[src/rtl/tufe_pkg.sv]
// Shared types and constants for the treadmill serial frame extractor.
`timescale 1ns / 1ps

package tufe_pkg;

  // Default byte window depth; the framing rules never hold more than 18 bytes.
  localparam int unsigned STORE_DEPTH_DEF = 32;

  // Depth of the event queue between the frame sequencer and the output stage.
  localparam int unsigned QUEUE_DEPTH = 4;

  typedef enum logic [1:0] {
    KIND_STOP = 2'd0,
    KIND_KEY  = 2'd1,
    KIND_ERR  = 2'd2
  } event_kind_e;

  typedef struct packed {
    event_kind_e kind;
    logic [7:0]  key_value;
    logic [3:0]  key_index;
    logic [3:0]  key_length;
    logic        last_of_run;
  } event_t;

endpackage

[src/rtl/treadmill_uart_frame_extractor.sv]
// Top level of the treadmill serial frame extractor.
// Bytes are taken one per cycle while the sequencer is idle; once 15 are buffered,
//   rx_stall_o holds the input through the header search, classification and packet drop,
//   which sheds one byte per cycle except while a key byte waits on a full event queue.
// Reset (rst_ni low, asynchronous): sequencer, fill count, queue and counters clear.
`timescale 1ns / 1ps

module treadmill_uart_frame_extractor #(
  parameter int unsigned STORE_DEPTH = tufe_pkg::STORE_DEPTH_DEF
) (
  input  logic        clk_i,
  input  logic        rst_ni,
  // received bytes
  input  logic        rx_valid_i,
  output logic        rx_stall_o,
  input  logic [7:0]  rx_byte_i,
  // result transfers
  output logic        out_valid_o,
  input  logic        out_stall_i,
  output logic [1:0]  event_kind_o,
  output logic [7:0]  key_value_o,
  output logic [3:0]  key_index_o,
  output logic [3:0]  key_length_o,
  output logic        last_of_run_o,
  output logic [31:0] packets_seen_o,
  output logic [31:0] errors_seen_o
);

  // Front: byte window (a shift line, slot 0 is the oldest byte) plus the sequencer
  // that finds the header, applies the trailer rules and streams key bytes out.
  // Window data is not reset; only the first fill-count slots are ever looked at.
  tufe_pkg::event_t push_data, pop_data;
  logic             push, full, pop, empty;

  tufe_front #(
    .STORE_DEPTH (STORE_DEPTH)
  ) u_front (
    .clk_i      (clk_i),
    .rst_ni     (rst_ni),
    .rx_valid_i (rx_valid_i),
    .rx_stall_o (rx_stall_o),
    .rx_byte_i  (rx_byte_i),
    .ev_push_o  (push),
    .ev_data_o  (push_data),
    .ev_full_i  (full)
  );

  // Queue decouples the sequencer from a stalled consumer; the front only
  // waits on it when it actually has an event to push.
  tufe_fifo u_fifo (
    .clk_i   (clk_i),
    .rst_ni  (rst_ni),
    .push_i  (push),
    .data_i  (push_data),
    .full_o  (full),
    .pop_i   (pop),
    .data_o  (pop_data),
    .empty_o (empty)
  );

  // Back: output register; the running counters advance as each event is loaded,
  // so every transfer carries the counts after its own event.
  tufe_back u_back (
    .clk_i          (clk_i),
    .rst_ni         (rst_ni),
    .ev_data_i      (pop_data),
    .ev_empty_i     (empty),
    .ev_pop_o       (pop),
    .out_valid_o    (out_valid_o),
    .out_stall_i    (out_stall_i),
    .event_kind_o   (event_kind_o),
    .key_value_o    (key_value_o),
    .key_index_o    (key_index_o),
    .key_length_o   (key_length_o),
    .last_of_run_o  (last_of_run_o),
    .packets_seen_o (packets_seen_o),
    .errors_seen_o  (errors_seen_o)
  );

endmodule

[src/rtl/tufe_front.sv]
// Byte window, header search and packet classification sequencer.
`timescale 1ns / 1ps

module tufe_front #(
  parameter int unsigned STORE_DEPTH = tufe_pkg::STORE_DEPTH_DEF
) (
  input  logic             clk_i,
  input  logic             rst_ni,
  input  logic             rx_valid_i,
  output logic             rx_stall_o,
  input  logic [7:0]       rx_byte_i,
  output logic             ev_push_o,
  output tufe_pkg::event_t ev_data_o,
  input  logic             ev_full_i
);

  localparam int unsigned FILL_W = $clog2(STORE_DEPTH + 1);
  localparam int unsigned IDX_W  = $clog2(STORE_DEPTH);

  localparam logic [FILL_W-1:0] FILL_HDR  = FILL_W'(4);
  localparam logic [FILL_W-1:0] FILL_SCAN = FILL_W'(15);
  localparam logic [FILL_W-1:0] FILL_16   = FILL_W'(16);
  localparam logic [FILL_W-1:0] FILL_17   = FILL_W'(17);
  localparam logic [FILL_W-1:0] FILL_18   = FILL_W'(18);
  localparam logic [FILL_W-1:0] FILL_FULL = FILL_W'(STORE_DEPTH);

  localparam logic [4:0] LEN_STOP = 5'd15;
  localparam logic [4:0] LEN_16   = 5'd16;
  localparam logic [4:0] LEN_17   = 5'd17;
  localparam logic [4:0] LEN_18   = 5'd18;
  localparam logic [4:0] KST_16   = 5'd10;
  localparam logic [4:0] KST_17   = 5'd8;
  localparam logic [4:0] KST_18   = 5'd12;
  localparam logic [3:0] KLEN_6   = 4'd6;
  localparam logic [3:0] KLEN_9   = 4'd9;

  localparam logic [7:0] HDR0      = 8'h80;
  localparam logic [7:0] HDR1      = 8'h1E;
  localparam logic [7:0] HDR2      = 8'h80;
  localparam logic [7:0] HDR3      = 8'h00;
  localparam logic [7:0] STOP_MARK = 8'h00;
  localparam logic [7:0] TRAILER   = 8'hF8;

  typedef enum logic [3:0] {
    S_IDLE   = 4'b0001,
    S_SEARCH = 4'b0010,
    S_CLASS  = 4'b0100,
    S_DROP   = 4'b1000
  } state_e;

  state_e            state_q, state_d;
  logic [FILL_W-1:0] fill_q, fill_d;
  logic [7:0]        win_q [STORE_DEPTH];
  logic [7:0]        win_d [STORE_DEPTH];
  logic [7:0]        shift_src [STORE_DEPTH];
  logic [4:0]        plen_q, plen_d;
  logic [4:0]        kstart_q, kstart_d;
  logic [3:0]        klen_q, klen_d;
  logic [4:0]        pos_q, pos_d;
  logic              speed_q, speed_d;

  logic       shift, append, hdr_hit, stopped, cls_wait, key_pos, last_pos;
  logic [4:0] cls_plen, cls_kstart;
  logic [3:0] cls_klen;

  assign hdr_hit = (win_q[0] == HDR0) && (win_q[1] == HDR1) &&
                   (win_q[2] == HDR2) && (win_q[3] == HDR3);
  assign stopped  = (win_q[4] == STOP_MARK);
  assign key_pos  = speed_q && (pos_q >= kstart_q);
  assign last_pos = (pos_q == plen_q - 5'd1);

  // Frame end rules, all on fixed window offsets; a zero length means no trailer.
  always_comb begin
    cls_plen   = '0;
    cls_kstart = '0;
    cls_klen   = '0;
    cls_wait   = 1'b0;
    if (stopped) begin
      if (win_q[14] == TRAILER) begin
        cls_plen = LEN_STOP;
      end
    end else if ((fill_q >= FILL_18) && (win_q[17] == TRAILER)) begin
      cls_plen   = LEN_18;
      cls_kstart = KST_18;
      cls_klen   = KLEN_6;
    end else if ((fill_q >= FILL_17) && (win_q[16] == TRAILER)) begin
      cls_plen   = LEN_17;
      cls_kstart = KST_17;
      cls_klen   = KLEN_9;
    end else if ((fill_q >= FILL_16) && (win_q[15] == TRAILER)) begin
      cls_plen   = LEN_16;
      cls_kstart = KST_16;
      cls_klen   = KLEN_6;
    end else if (fill_q < FILL_18) begin
      cls_wait = 1'b1;
    end
  end

  always_comb begin
    state_d   = state_q;
    fill_d    = fill_q;
    plen_d    = plen_q;
    kstart_d  = kstart_q;
    klen_d    = klen_q;
    pos_d     = pos_q;
    speed_d   = speed_q;
    shift     = 1'b0;
    append    = 1'b0;
    ev_push_o = 1'b0;
    ev_data_o = '{kind: tufe_pkg::KIND_STOP, key_value: 8'd0, key_index: 4'd0,
                  key_length: 4'd0, last_of_run: 1'b0};
    case (state_q)
      S_IDLE: begin
        if (rx_valid_i) begin
          append = (fill_q < FILL_FULL);
          if (append) begin
            fill_d = fill_q + 1'b1;
          end
          if (fill_d >= FILL_SCAN) begin
            state_d = S_SEARCH;
          end
        end
      end
      S_SEARCH: begin
        // one offset per cycle; without a header the window ends at three bytes
        if (fill_q < FILL_HDR) begin
          state_d = S_IDLE;
        end else if (hdr_hit) begin
          state_d = S_CLASS;
        end else begin
          shift = 1'b1;
        end
      end
      S_CLASS: begin
        if ((fill_q < FILL_SCAN) || cls_wait) begin
          state_d = S_IDLE;
        end else if (cls_plen == '0) begin
          ev_data_o.kind        = tufe_pkg::KIND_ERR;
          ev_data_o.last_of_run = 1'b1;
          if (!ev_full_i) begin
            ev_push_o = 1'b1;
            shift     = 1'b1;
            state_d   = S_IDLE;
          end
        end else begin
          ev_data_o.kind        = tufe_pkg::KIND_STOP;
          ev_data_o.last_of_run = 1'b1;
          if (!(stopped && ev_full_i)) begin
            ev_push_o = stopped;
            plen_d    = cls_plen;
            kstart_d  = cls_kstart;
            klen_d    = cls_klen;
            speed_d   = !stopped;
            pos_d     = '0;
            state_d   = S_DROP;
          end
        end
      end
      S_DROP: begin
        // packet leaves through window slot 0; key bytes are tapped on the way
        ev_data_o.kind        = tufe_pkg::KIND_KEY;
        ev_data_o.key_value   = win_q[0];
        ev_data_o.key_index   = 4'(pos_q - kstart_q);
        ev_data_o.key_length  = klen_q;
        ev_data_o.last_of_run = last_pos;
        if (!(key_pos && ev_full_i)) begin
          ev_push_o = key_pos;
          shift     = 1'b1;
          pos_d     = pos_q + 5'd1;
          if (last_pos) begin
            state_d = S_IDLE;
          end
        end
      end
      default: begin
        state_d = S_IDLE;
      end
    endcase
    if (shift) begin
      fill_d = fill_q - 1'b1;
    end
  end

  for (genvar g = 0; g < STORE_DEPTH; g++) begin : g_win
    if (g < STORE_DEPTH - 1) begin : g_mid
      assign shift_src[g] = win_q[g+1];
    end else begin : g_end
      assign shift_src[g] = win_q[g];
    end
    assign win_d[g] = shift ? shift_src[g] :
                      (append && (fill_q[IDX_W-1:0] == IDX_W'(g))) ? rx_byte_i : win_q[g];
  end

  always_ff @(posedge clk_i) begin
    win_q <= win_d;
  end

  always_ff @(posedge clk_i or negedge rst_ni) begin
    if (!rst_ni) begin
      state_q  <= S_IDLE;
      fill_q   <= '0;
      plen_q   <= '0;
      kstart_q <= '0;
      klen_q   <= '0;
      pos_q    <= '0;
      speed_q  <= 1'b0;
    end else begin
      state_q  <= state_d;
      fill_q   <= fill_d;
      plen_q   <= plen_d;
      kstart_q <= kstart_d;
      klen_q   <= klen_d;
      pos_q    <= pos_d;
      speed_q  <= speed_d;
    end
  end

  assign rx_stall_o = (state_q != S_IDLE);

`ifndef SYNTHESIS
  a_idle_fill: assert property (@(posedge clk_i) disable iff (!rst_ni)
    (state_q == S_IDLE) |-> (fill_q < FILL_18))
    else $error("window holds more than 17 bytes between bytes");

  a_push_state: assert property (@(posedge clk_i) disable iff (!rst_ni)
    ev_push_o |-> ((state_q == S_CLASS) || (state_q == S_DROP)))
    else $error("event pushed outside classification or drop");
`endif

endmodule

[src/rtl/tufe_fifo.sv]
// Small event queue between the frame sequencer and the output stage.
`timescale 1ns / 1ps

module tufe_fifo (
  input  logic             clk_i,
  input  logic             rst_ni,
  input  logic             push_i,
  input  tufe_pkg::event_t data_i,
  output logic             full_o,
  input  logic             pop_i,
  output tufe_pkg::event_t data_o,
  output logic             empty_o
);

  localparam int unsigned PTR_W = $clog2(tufe_pkg::QUEUE_DEPTH);

  tufe_pkg::event_t mem_q [tufe_pkg::QUEUE_DEPTH];
  logic [PTR_W-1:0] wptr_q, wptr_d;
  logic [PTR_W-1:0] rptr_q, rptr_d;
  logic [PTR_W:0]   count_q, count_d;
  logic             do_push, do_pop;

  assign full_o  = (count_q == (PTR_W+1)'(tufe_pkg::QUEUE_DEPTH));
  assign empty_o = (count_q == '0);
  assign do_push = push_i && !full_o;
  assign do_pop  = pop_i && !empty_o;
  assign data_o  = mem_q[rptr_q];

  always_comb begin
    wptr_d  = do_push ? wptr_q + 1'b1 : wptr_q;
    rptr_d  = do_pop ? rptr_q + 1'b1 : rptr_q;
    count_d = count_q;
    if (do_push && !do_pop) begin
      count_d = count_q + 1'b1;
    end else if (do_pop && !do_push) begin
      count_d = count_q - 1'b1;
    end
  end

  always_ff @(posedge clk_i) begin
    if (do_push) begin
      mem_q[wptr_q] <= data_i;
    end
  end

  always_ff @(posedge clk_i or negedge rst_ni) begin
    if (!rst_ni) begin
      wptr_q  <= '0;
      rptr_q  <= '0;
      count_q <= '0;
    end else begin
      wptr_q  <= wptr_d;
      rptr_q  <= rptr_d;
      count_q <= count_d;
    end
  end

`ifndef SYNTHESIS
  a_no_overflow: assert property (@(posedge clk_i) disable iff (!rst_ni)
    push_i |-> !full_o)
    else $error("event pushed into a full queue");
`endif

endmodule

[src/rtl/tufe_back.sv]
// Output register with packet and error counters.
`timescale 1ns / 1ps

module tufe_back (
  input  logic             clk_i,
  input  logic             rst_ni,
  input  tufe_pkg::event_t ev_data_i,
  input  logic             ev_empty_i,
  output logic             ev_pop_o,
  output logic             out_valid_o,
  input  logic             out_stall_i,
  output logic [1:0]       event_kind_o,
  output logic [7:0]       key_value_o,
  output logic [3:0]       key_index_o,
  output logic [3:0]       key_length_o,
  output logic             last_of_run_o,
  output logic [31:0]      packets_seen_o,
  output logic [31:0]      errors_seen_o
);

  tufe_pkg::event_t ev_q, ev_d;
  logic             valid_q, valid_d;
  logic [31:0]      pkt_q, pkt_d;
  logic [31:0]      err_q, err_d;
  logic             load;

  assign load     = !ev_empty_i && (!valid_q || !out_stall_i);
  assign ev_pop_o = load;

  always_comb begin
    valid_d = load || (valid_q && out_stall_i);
    ev_d    = load ? ev_data_i : ev_q;
    pkt_d   = pkt_q;
    err_d   = err_q;
    if (load) begin
      // a packet counts once: on its stop event or on its first key byte
      if ((ev_data_i.kind == tufe_pkg::KIND_STOP) ||
          ((ev_data_i.kind == tufe_pkg::KIND_KEY) && (ev_data_i.key_index == 4'd0))) begin
        pkt_d = pkt_q + 32'd1;
      end
      if (ev_data_i.kind == tufe_pkg::KIND_ERR) begin
        err_d = err_q + 32'd1;
      end
    end
  end

  always_ff @(posedge clk_i) begin
    ev_q <= ev_d;
  end

  always_ff @(posedge clk_i or negedge rst_ni) begin
    if (!rst_ni) begin
      valid_q <= 1'b0;
      pkt_q   <= '0;
      err_q   <= '0;
    end else begin
      valid_q <= valid_d;
      pkt_q   <= pkt_d;
      err_q   <= err_d;
    end
  end

  assign out_valid_o    = valid_q;
  assign event_kind_o   = ev_q.kind;
  assign key_value_o    = ev_q.key_value;
  assign key_index_o    = ev_q.key_index;
  assign key_length_o   = ev_q.key_length;
  assign last_of_run_o  = ev_q.last_of_run;
  assign packets_seen_o = pkt_q;
  assign errors_seen_o  = err_q;

`ifndef SYNTHESIS
  a_err_count: assert property (@(posedge clk_i) disable iff (!rst_ni)
    (load && (ev_data_i.kind == tufe_pkg::KIND_ERR)) |=> (err_q == $past(err_q) + 32'd1))
    else $error("error counter missed a framing error");

  a_cnt_hold: assert property (@(posedge clk_i) disable iff (!rst_ni)
    !load |=> ($stable(pkt_q) && $stable(err_q)))
    else $error("counter moved without an event");
`endif

endmodule
[config.mk]
export PLATFORM = sky130hd
export DESIGN_NAME = treadmill_uart_frame_extractor
export DESIGN_NICKNAME = d
export VERILOG_FILES = /design/src/rtl/tufe_pkg.sv /design/src/rtl/treadmill_uart_frame_extractor.sv /design/src/rtl/tufe_front.sv /design/src/rtl/tufe_fifo.sv /design/src/rtl/tufe_back.sv
export SDC_FILE = /design/constraint.sdc
export NUM_CORES = 1
export LEC_CHECK = 0
export BUFFER_PORTS_ARGS = -buffer_cell sky130_fd_sc_hd__buf_2
export CAP_MARGIN = 30
export CORE_MARGIN = 1.5
export CORE_UTILIZATION = 35
export DETAILED_ROUTE_END_ITERATION = 8
export PLACE_DENSITY = 0.48
export SYNTH_ARGS = -nofsm -noshare
export SYNTH_HDL_FRONTEND = slang
export SYNTH_SLANG_ARGS = --single-unit
[constraint.sdc]
create_clock -name clk_i -period 3.9 [get_ports clk_i]
set_input_delay 0.195 -clock clk_i [delete_from_list [all_inputs] [get_ports clk_i]]
set_output_delay 0.195 -clock clk_i [all_outputs]
set_load 0.005 [all_outputs]
==> results of run 1 <==
cell families (layout without fill, tap and decap cells):
group / after synthesis / in the layout / share of synthesized area
mux: 23 / 23 / 0.02564
xor+xnor: 77 / 77 / 0.03695
fa+ha+maj: 22 / 22 / 0.01590
compound gates: 88 / 88 / 0.03126
buf+inv: 94 / 268 / 0.02022
simple gates: 737 / 737 / 0.1774
flops: 437 / 437 / 0.6926
cell type report:
| type | count | area (um^2) |
|---|---|---|
| Sequential cell | 437 | 12640 |
| Fill cell | 4870 | 30010 |
| Clock buffer | 57 | 1265 |
| Timing Repair Buffer | 161 | 1018 |
| Multi-Input combinational cell | 947 | 5258 |
| Clock inverter | 28 | 275.3 |
| Tap cell | 680 | 850.8 |
| Inverter | 22 | 82.58 |
cell usage after synthesis (3+ instances only):
library cell	instances
a21o_1	8
a21oi_1	8
a31oi_1	4
and2_1	22
and3_1	17
and4_1	5
and4b_1	3
clkbuf_1	66
dfrtp_1	95
edfxtp_1	341
ha_1	20
inv_1	22
mux2_2	5
mux4_1	5
mux4_2	12
nand2_1	562
nand3_1	29
nand3b_1	3
nand4_1	22
nor2_1	26
nor3_1	7
nor3_4	3
nor4_1	10
nor4b_1	4
nor4bb_1	3
o211ai_1	3
o21ai_0	41
o31a_1	3
xnor2_1	62
xor2_1	15
per-stage QoR:
step | hold slack (ps) | instances | power (mW) | area (um^2)
floorplan | -100.6 | 1478 | 8.693 | 18250
global placement | 220.4 | 2217 | 9.744 | 19640
detailed placement | 218.0 | 2233 | 9.817 | 19720
CTS | 132.2 | 2329 | 14.36 | 21370
global route | 182.3 | 2332 | 14.98 | 21390
finish | 144.6 | 2332 | 14.14 | 21390
how the worst max path moves through the flow:
| stage | endpoint | slack [ps] | cells past startpoint |
|---|---|---|---|
| 3_3_place_gp | u_fifo.count_q[2] | 630 | 13 |
| 6_report | u_fifo.count_q[2] | 500 | 14 |
| 5_1_grt | u_fifo.count_q[2] | 270 | 14 |
| 4_1_cts | u_fifo.count_q[2] | 540 | 14 |
| 3_5_place_dp | u_fifo.count_q[2] | 610 | 14 |
| 2_1_floorplan | u_front.shift_src[16] | 700 | 11 |
state kept, by name (all words and copies together), names as in the netlist, 4 cells and up:
name                   cells
u_back.errors_seen_o      32
u_front.win_q              8
u_back.key_index_o         4
u_front.state_q            4
u_front.plen_q             4
u_back.key_value_o         8
u_front.pos_q              5
u_front.shift_src        248
u_fifo.mem_q              68
u_back.packets_seen_o     32
u_front.fill_q             6
per-layer routing:
layer	global-route usage	share of wire	vias to the layer above
li1	-	-	5408
met1	0.1919	0.45	5542
met2	0.2468	0.49	166
met3	0.02682	0.035	61
met4	0.04289	0.021	0
met5	0	0	-
power by group through the flow:
stage / combinational [mW] / sequential, mW / clock [mW]
after global placement: 2.87 / 6.87 / 0
after floorplan: 1.99 / 6.70 / 0
after detailed placement: 2.95 / 6.87 / 0
after CTS: 2.98 / 6.79 / 4.60
final: 2.91 / 6.78 / 4.45
after global routing: 3.31 / 6.89 / 4.78
timing repair:
action / 4_1_cts / 5_1_grt
resized for setup: 0 / 0
hold endpoints to repair: 48 / 0
hold buffers: 11 / 0
==> flow_metrics.env, run 1 <==
export IMPL_outcome="completed"
export IMPL_final_common_cell="nand2_1"
export IMPL_p_per_area_nw_per_um2=661.1
export IMPL_cts_sinks=437
export IMPL_synthTopCellsByArea="edfxtp_1, dfrtp_1, nand2_1, xnor2_1, mux4_2"
export IMPL_cts_tree="built"
export IMPL_synth_top_area_share=0.5610
export IMPL_io_buffers=96
export IMPL_ant_nets=0
export IMPL_startpoint="u_front.fill_q[0]"
export IMPL_dr_pass1_iters=5
export IMPL_critPathRequiredTime_ps=4400
export IMPL_grt_max_degree=113
export IMPL_clk_latency_ps=590
export IMPL_netlist_area_um2=18250
export IMPL_crit_type="flop to flop"
export IMPL_core_area_um2=51410
export IMPL_fmax_mhz=293.8
export IMPL_clockRootBuffer="clkbuf_16"
export IMPL_first_global_vias=11390
export IMPL_io_pins=97
export IMPL_grt_pass1_wl_mm=62.04
export IMPL_seq_area_frac_synth=0.6926
export IMPL_fp_dieArea_um2=53530
export IMPL_die_height_um=231.4
export IMPL_crit_path_top_delay_cell="dfrtp_1"
export IMPL_critical_path_endpoint_type="flop"
export IMPL_synth_async_reset_ratio=0.2197
export IMPL_rows=83
export IMPL_ys_flop_type="edfxtp_1"
export IMPL_hold_violations=0
export IMPL_ys_warn_count=0
export IMPL_path_cells="inv_1 > ha_1 > a31oi_1 > o21ai_0 > a31o_2 > nand2_1 > a21oi_1 > buf_4 > ha_1 > inv_1 > fa_1 > xor2_1 > nor2_1 > xor2_1"
export IMPL_synth_edf_count=341
export IMPL_worstMarginPinSlew_ps=995.3
export IMPL_drc=0
export IMPL_period_share=0.8726
export IMPL_period_minus_slack_ps=3403
export IMPL_post_place_ws_ps=605.4
export IMPL_antenna_found_initial=0
export IMPL_hpwl_mm=24.31
export IMPL_die_x_um=231.4
export IMPL_leakage_nw=8.454
export IMPL_seqPwrFrac=0.479
export IMPL_crit_family="compound AO/OA/AOI/OAI gates"
export IMPL_finalSetupTns_ps=0
export IMPL_share_comb_of_total_power=0.206
export IMPL_place_gp_congestion=0.7762
export IMPL_layout_drive_gt1_share=0.1531
export IMPL_fin_skew_ps=43.09
export IMPL_synth_nets=1512
export IMPL_diodes=0
export IMPL_htreeDepth=2
export IMPL_postCtsSetupBuffers=0
export IMPL_yosysUniqueCellTypes=69
export IMPL_setup_viol=0
export IMPL_r2r_setup_slack_ps=500
export IMPL_maxSlewViolCount=0
export IMPL_avgRoutedWirePerCell_um=16.45
export IMPL_cts_made_buffers=47
export IMPL_path_clk_slew_ps=60
export IMPL_syn_avg_cell_area_um2=12.35
export IMPL_area_delta_synth_final_pct=17.20
export IMPL_crit_path_max_fanout=8
export IMPL_swShare=0.2954
export IMPL_grt_usage=0.1463
export IMPL_worst_r2r_cell_count=14
export IMPL_reg2reg_to="u_fifo.count_q[2]"
export IMPL_drt_wl_total_mm=38.36
export IMPL_synth_seq_cells=437
export IMPL_startpoint_type="flop"
export IMPL_overflow=0
export IMPL_drt_iter0_drc=569
export IMPL_maxCapViolCount=0
export IMPL_final_core_utilization=0.4162
export IMPL_dr_total_vias=11180
export IMPL_switchingPower_mw=4.178
export IMPL_initial_core_util=0.3551
export IMPL_peakVddDrop_mv=0.3765
export IMPL_hold_path_class="input pin to asynchronous set/reset pin"
export IMPL_r2r_start="u_front.fill_q[0]"
export IMPL_clkPwrFrac=0.315
export IMPL_setup_slack_ps=496.9
export IMPL_slew_headroom=0.3292
export IMPL_final_nets=1650
export IMPL_critPathMaxStageDelay_ps=470
export IMPL_final_cell_mix="nand2_1, edfxtp_1, buf_2"
export IMPL_path_buf_inv=3
export IMPL_power_internal_mw=9.964
export IMPL_viasPerCell=4.793
export IMPL_clock_path_buffers=3
export IMPL_worstPathArrival_ps=3900
export IMPL_syn_inst=1478
export IMPL_yosysTopAreaCell="edfxtp_1"
export IMPL_rsz0062_at_grt="false"
(Power assumes the default switching activity.)
==> run 2: changes to the inputs <==
--- a/config.mk
+++ b/config.mk
@@ -10,7 +10,8 @@
 export CORE_MARGIN = 1.5
 export CORE_UTILIZATION = 35
 export DETAILED_ROUTE_END_ITERATION = 8
-export PLACE_DENSITY = 0.48
+export PLACE_DENSITY = 0.47
 export SYNTH_ARGS = -nofsm -noshare
 export SYNTH_HDL_FRONTEND = slang
+export SYNTH_HIERARCHICAL = 1
 export SYNTH_SLANG_ARGS = --single-unit
==> run 2 against run 1 <==
First-iteration DRC count is 11% higher; synthesized area is 3.6% higher; critical path depth stayed put; hold slack worse by 94 ps; global-route usage is 0.052 points higher; critical path type unchanged; largest power group unchanged.
==> flow_metrics.env, run 2 <==
export IMPL_maxSlewViolCount=0
export IMPL_worstMarginPinSlew_ps=895.2
export IMPL_final_nets=1707
export IMPL_hpwl_mm=25.58
export IMPL_hold_violations=0
export IMPL_layout_drive_gt1_share=0.1694
export IMPL_syn_avg_cell_area_um2=12.46
export IMPL_rsz0062_at_grt="false"
export IMPL_power_mw=16.49
export IMPL_slew_headroom=0.3977
export IMPL_clockRootBuffer="clkbuf_16"
export IMPL_outcome="completed"
export IMPL_yosysUniqueCellTypes=78
export IMPL_rows=85
export IMPL_io_pins=97
export IMPL_r2r_setup_slack_ps=270
export IMPL_cts_tree="built"
export IMPL_switchingPower_mw=5.147
export IMPL_peakVddDrop_mv=0.3919
export IMPL_period_share=0.9311
export IMPL_regArea_um2=12940
export IMPL_synth_nets=1552
export IMPL_synth_seq_cells=447
export IMPL_path_clk_slew_ps=60
export IMPL_die_height_um=235.5
export IMPL_maxCapViolCount=0
export IMPL_crit_path_max_fanout=7
export IMPL_initial_core_util=0.3529
export IMPL_seqPwrFrac=0.464
export IMPL_ys_warn_count=6
export IMPL_dr_total_vias=11570
export IMPL_cts_made_buffers=50
export IMPL_period_minus_slack_ps=3631
export IMPL_critical_path_endpoint_type="flop"
export IMPL_die_x_um=235.5
export IMPL_share_comb_of_total_power=0.258
export IMPL_first_global_vias=11870
export IMPL_p_per_area_nw_per_um2=740.5
export IMPL_synthMostInstantiatedCell="nand2_1"
export IMPL_fillers=5179
export IMPL_ant_nets=0
export IMPL_drt_iter0_drc=634
export IMPL_largest_register_ffs=248
export IMPL_yosysTopAreaCell="edfxtp_1"
export IMPL_fin_skew_ps=13.09
export IMPL_postCtsSetupBuffers=0
export IMPL_hold_path_class="input pin to asynchronous set/reset pin"
export IMPL_synthTopCellsByCount="nand2_1, edfxtp_1, dfrtp_1"
export IMPL_io_buffers=96
export IMPL_dr_pass1_iters=4
export IMPL_clock_path_buffers=3
export IMPL_clkPwrFrac=0.278
export IMPL_final_common_cell="nand2_1"
export IMPL_drc=0
export IMPL_synth_async_reset_ratio=0.2148
export IMPL_place_gp_congestion=0.8262
export IMPL_worstPathArrival_ps=4120
export IMPL_syn_inst=1518
export IMPL_ys_flop_type="edfxtp_1"
export IMPL_area_delta_synth_final_pct=17.69
export IMPL_grt_usage=0.1469
export IMPL_startpoint_type="flop"
export IMPL_crit_type="flop to flop"
export IMPL_diodes=0
export IMPL_synth_top_area_share=0.5572
export IMPL_seq_area_frac_synth=0.6842
export IMPL_multi_input_area_um2=5532
export IMPL_grt_pass1_wl_mm=65.29
export IMPL_leakage_nw=8.929
export IMPL_power_internal_mw=11.34
export IMPL_netlist_area_um2=18920
export IMPL_synthTopCellsByArea="edfxtp_1, dfrtp_1, nand2_1, xnor2_1, mux4_2"
export IMPL_viasPerCell=4.803
export IMPL_setup_viol=0
export IMPL_synth_edf_count=351
export IMPL_core_area_um2=53600
export IMPL_finalSetupTns_ps=0
export IMPL_critPathRequiredTime_ps=4390
export IMPL_fp_dieArea_um2=55450
export IMPL_final_cell_mix="nand2_1, edfxtp_1, buf_2, dfrtp_1"
export IMPL_grt_max_degree=80
export IMPL_avgRoutedWirePerCell_um=16.67
export IMPL_antenna_found_initial=0
export IMPL_clk_latency_ps=580
export IMPL_fmax_mhz=275.4
export IMPL_swShare=0.3122
export IMPL_overflow=0
export IMPL_cts_sinks=447
export IMPL_drt_wl_total_mm=40.14
export IMPL_htreeDepth=2
==> run 2: cells by family after synthesis <==
kind of cell               synth area share
and+or+nand+nor                      0.1815
DFF                                  0.6842
buffers and inverters               0.02487
AOI/OAI and AO/OA                   0.03029
xor gates and xnor gates            0.03750
muxes                               0.02626
adders and majority gates           0.01535
==> run 2: final timing paths <==
| path | start | to | cells after the start |
|---|---|---|---|
| min in group clk_i | rx_byte_i[0] | u_front/shift_src[0] | 2 |
| min reg2reg | u_back/packets_seen_o[31] | u_back/packets_seen_o[31] | 1 |
| max reg2reg | u_front/fill_q[1] | u_fifo/count_q[2] | 14 |
| min | rst_ni | u_back/packets_seen_o[18] | 2 |
| max | u_front/fill_q[1] | u_fifo/count_q[2] | 14 |
| max in group asynchronous | rst_ni | u_front/kstart_q[3] | 4 |
==> run 2: layout make-up <==
cell class                      instances  share of cell area
Sequential cell                       447              0.5814
Multi-Input combinational cell        979              0.2485
Inverter                               18            0.003035
Timing Repair Buffer                  177             0.05676
Tap cell                              696             0.03911
Clock buffer                           63             0.05935
Clock inverter                         28             0.01191
==> run 2: power groups by stage <==
stage                     Combinational [mW]  Sequential, mW  Clock, mW
after CTS                               4.35            7.67       4.73
after detailed placement                4.33            7.75          0
after floorplan                         2.83            7.56          0
after global placement                  4.28            7.75          0
final                                   4.26            7.65       4.58
after global routing                    4.81            7.79       4.92
==> run 2: routing by layer <==
metal / routed length, um / vias up / GRT usage
li1: - / 5572 / -
met1: 18320 / 5759 / 0.1919
met2: 19630 / 169 / 0.2495
met3: 1246 / 66 / 0.02322
met4: 950 / 0 / 0.04829
met5: 0 / - / 0
==> run 2: critical path: stages (launching register included) <==
cell	delay, ps
dfrtp_1	450
inv_1	150
ha_1	220
or4b_1	480
a21o_1	240
a211oi_4	320
o2111ai_4	180
a21oi_1	190
nor2b_1	210
ha_1	210
inv_1	60
fa_1	430
xor2_1	150
nor2_1	120
xor2_1	160
==> run 2: stage by stage <==
step           setup slack (ps)  cell area (um^2)  hold WS, ps  cells    util
2_1_floorplan             480.9             18920       -100.6   1518       -
3_3_place_gp              268.5             20520        386.7   2305  0.3828
3_5_place_dp              184.2             20550        109.1   2306  0.3834
4_1_cts                   138.8             22250        22.47   2408  0.4150
5_1_grt                   8.781             22260        59.74   2408  0.4154
6_report                  268.8             22260        50.73   2408  0.4154
==> run 2: timing repair <==
item	CTS	global route
setup endpoints to repair	0	1
hold buffers	11	0
hold endpoints to repair	86	0
resized for setup	0	3
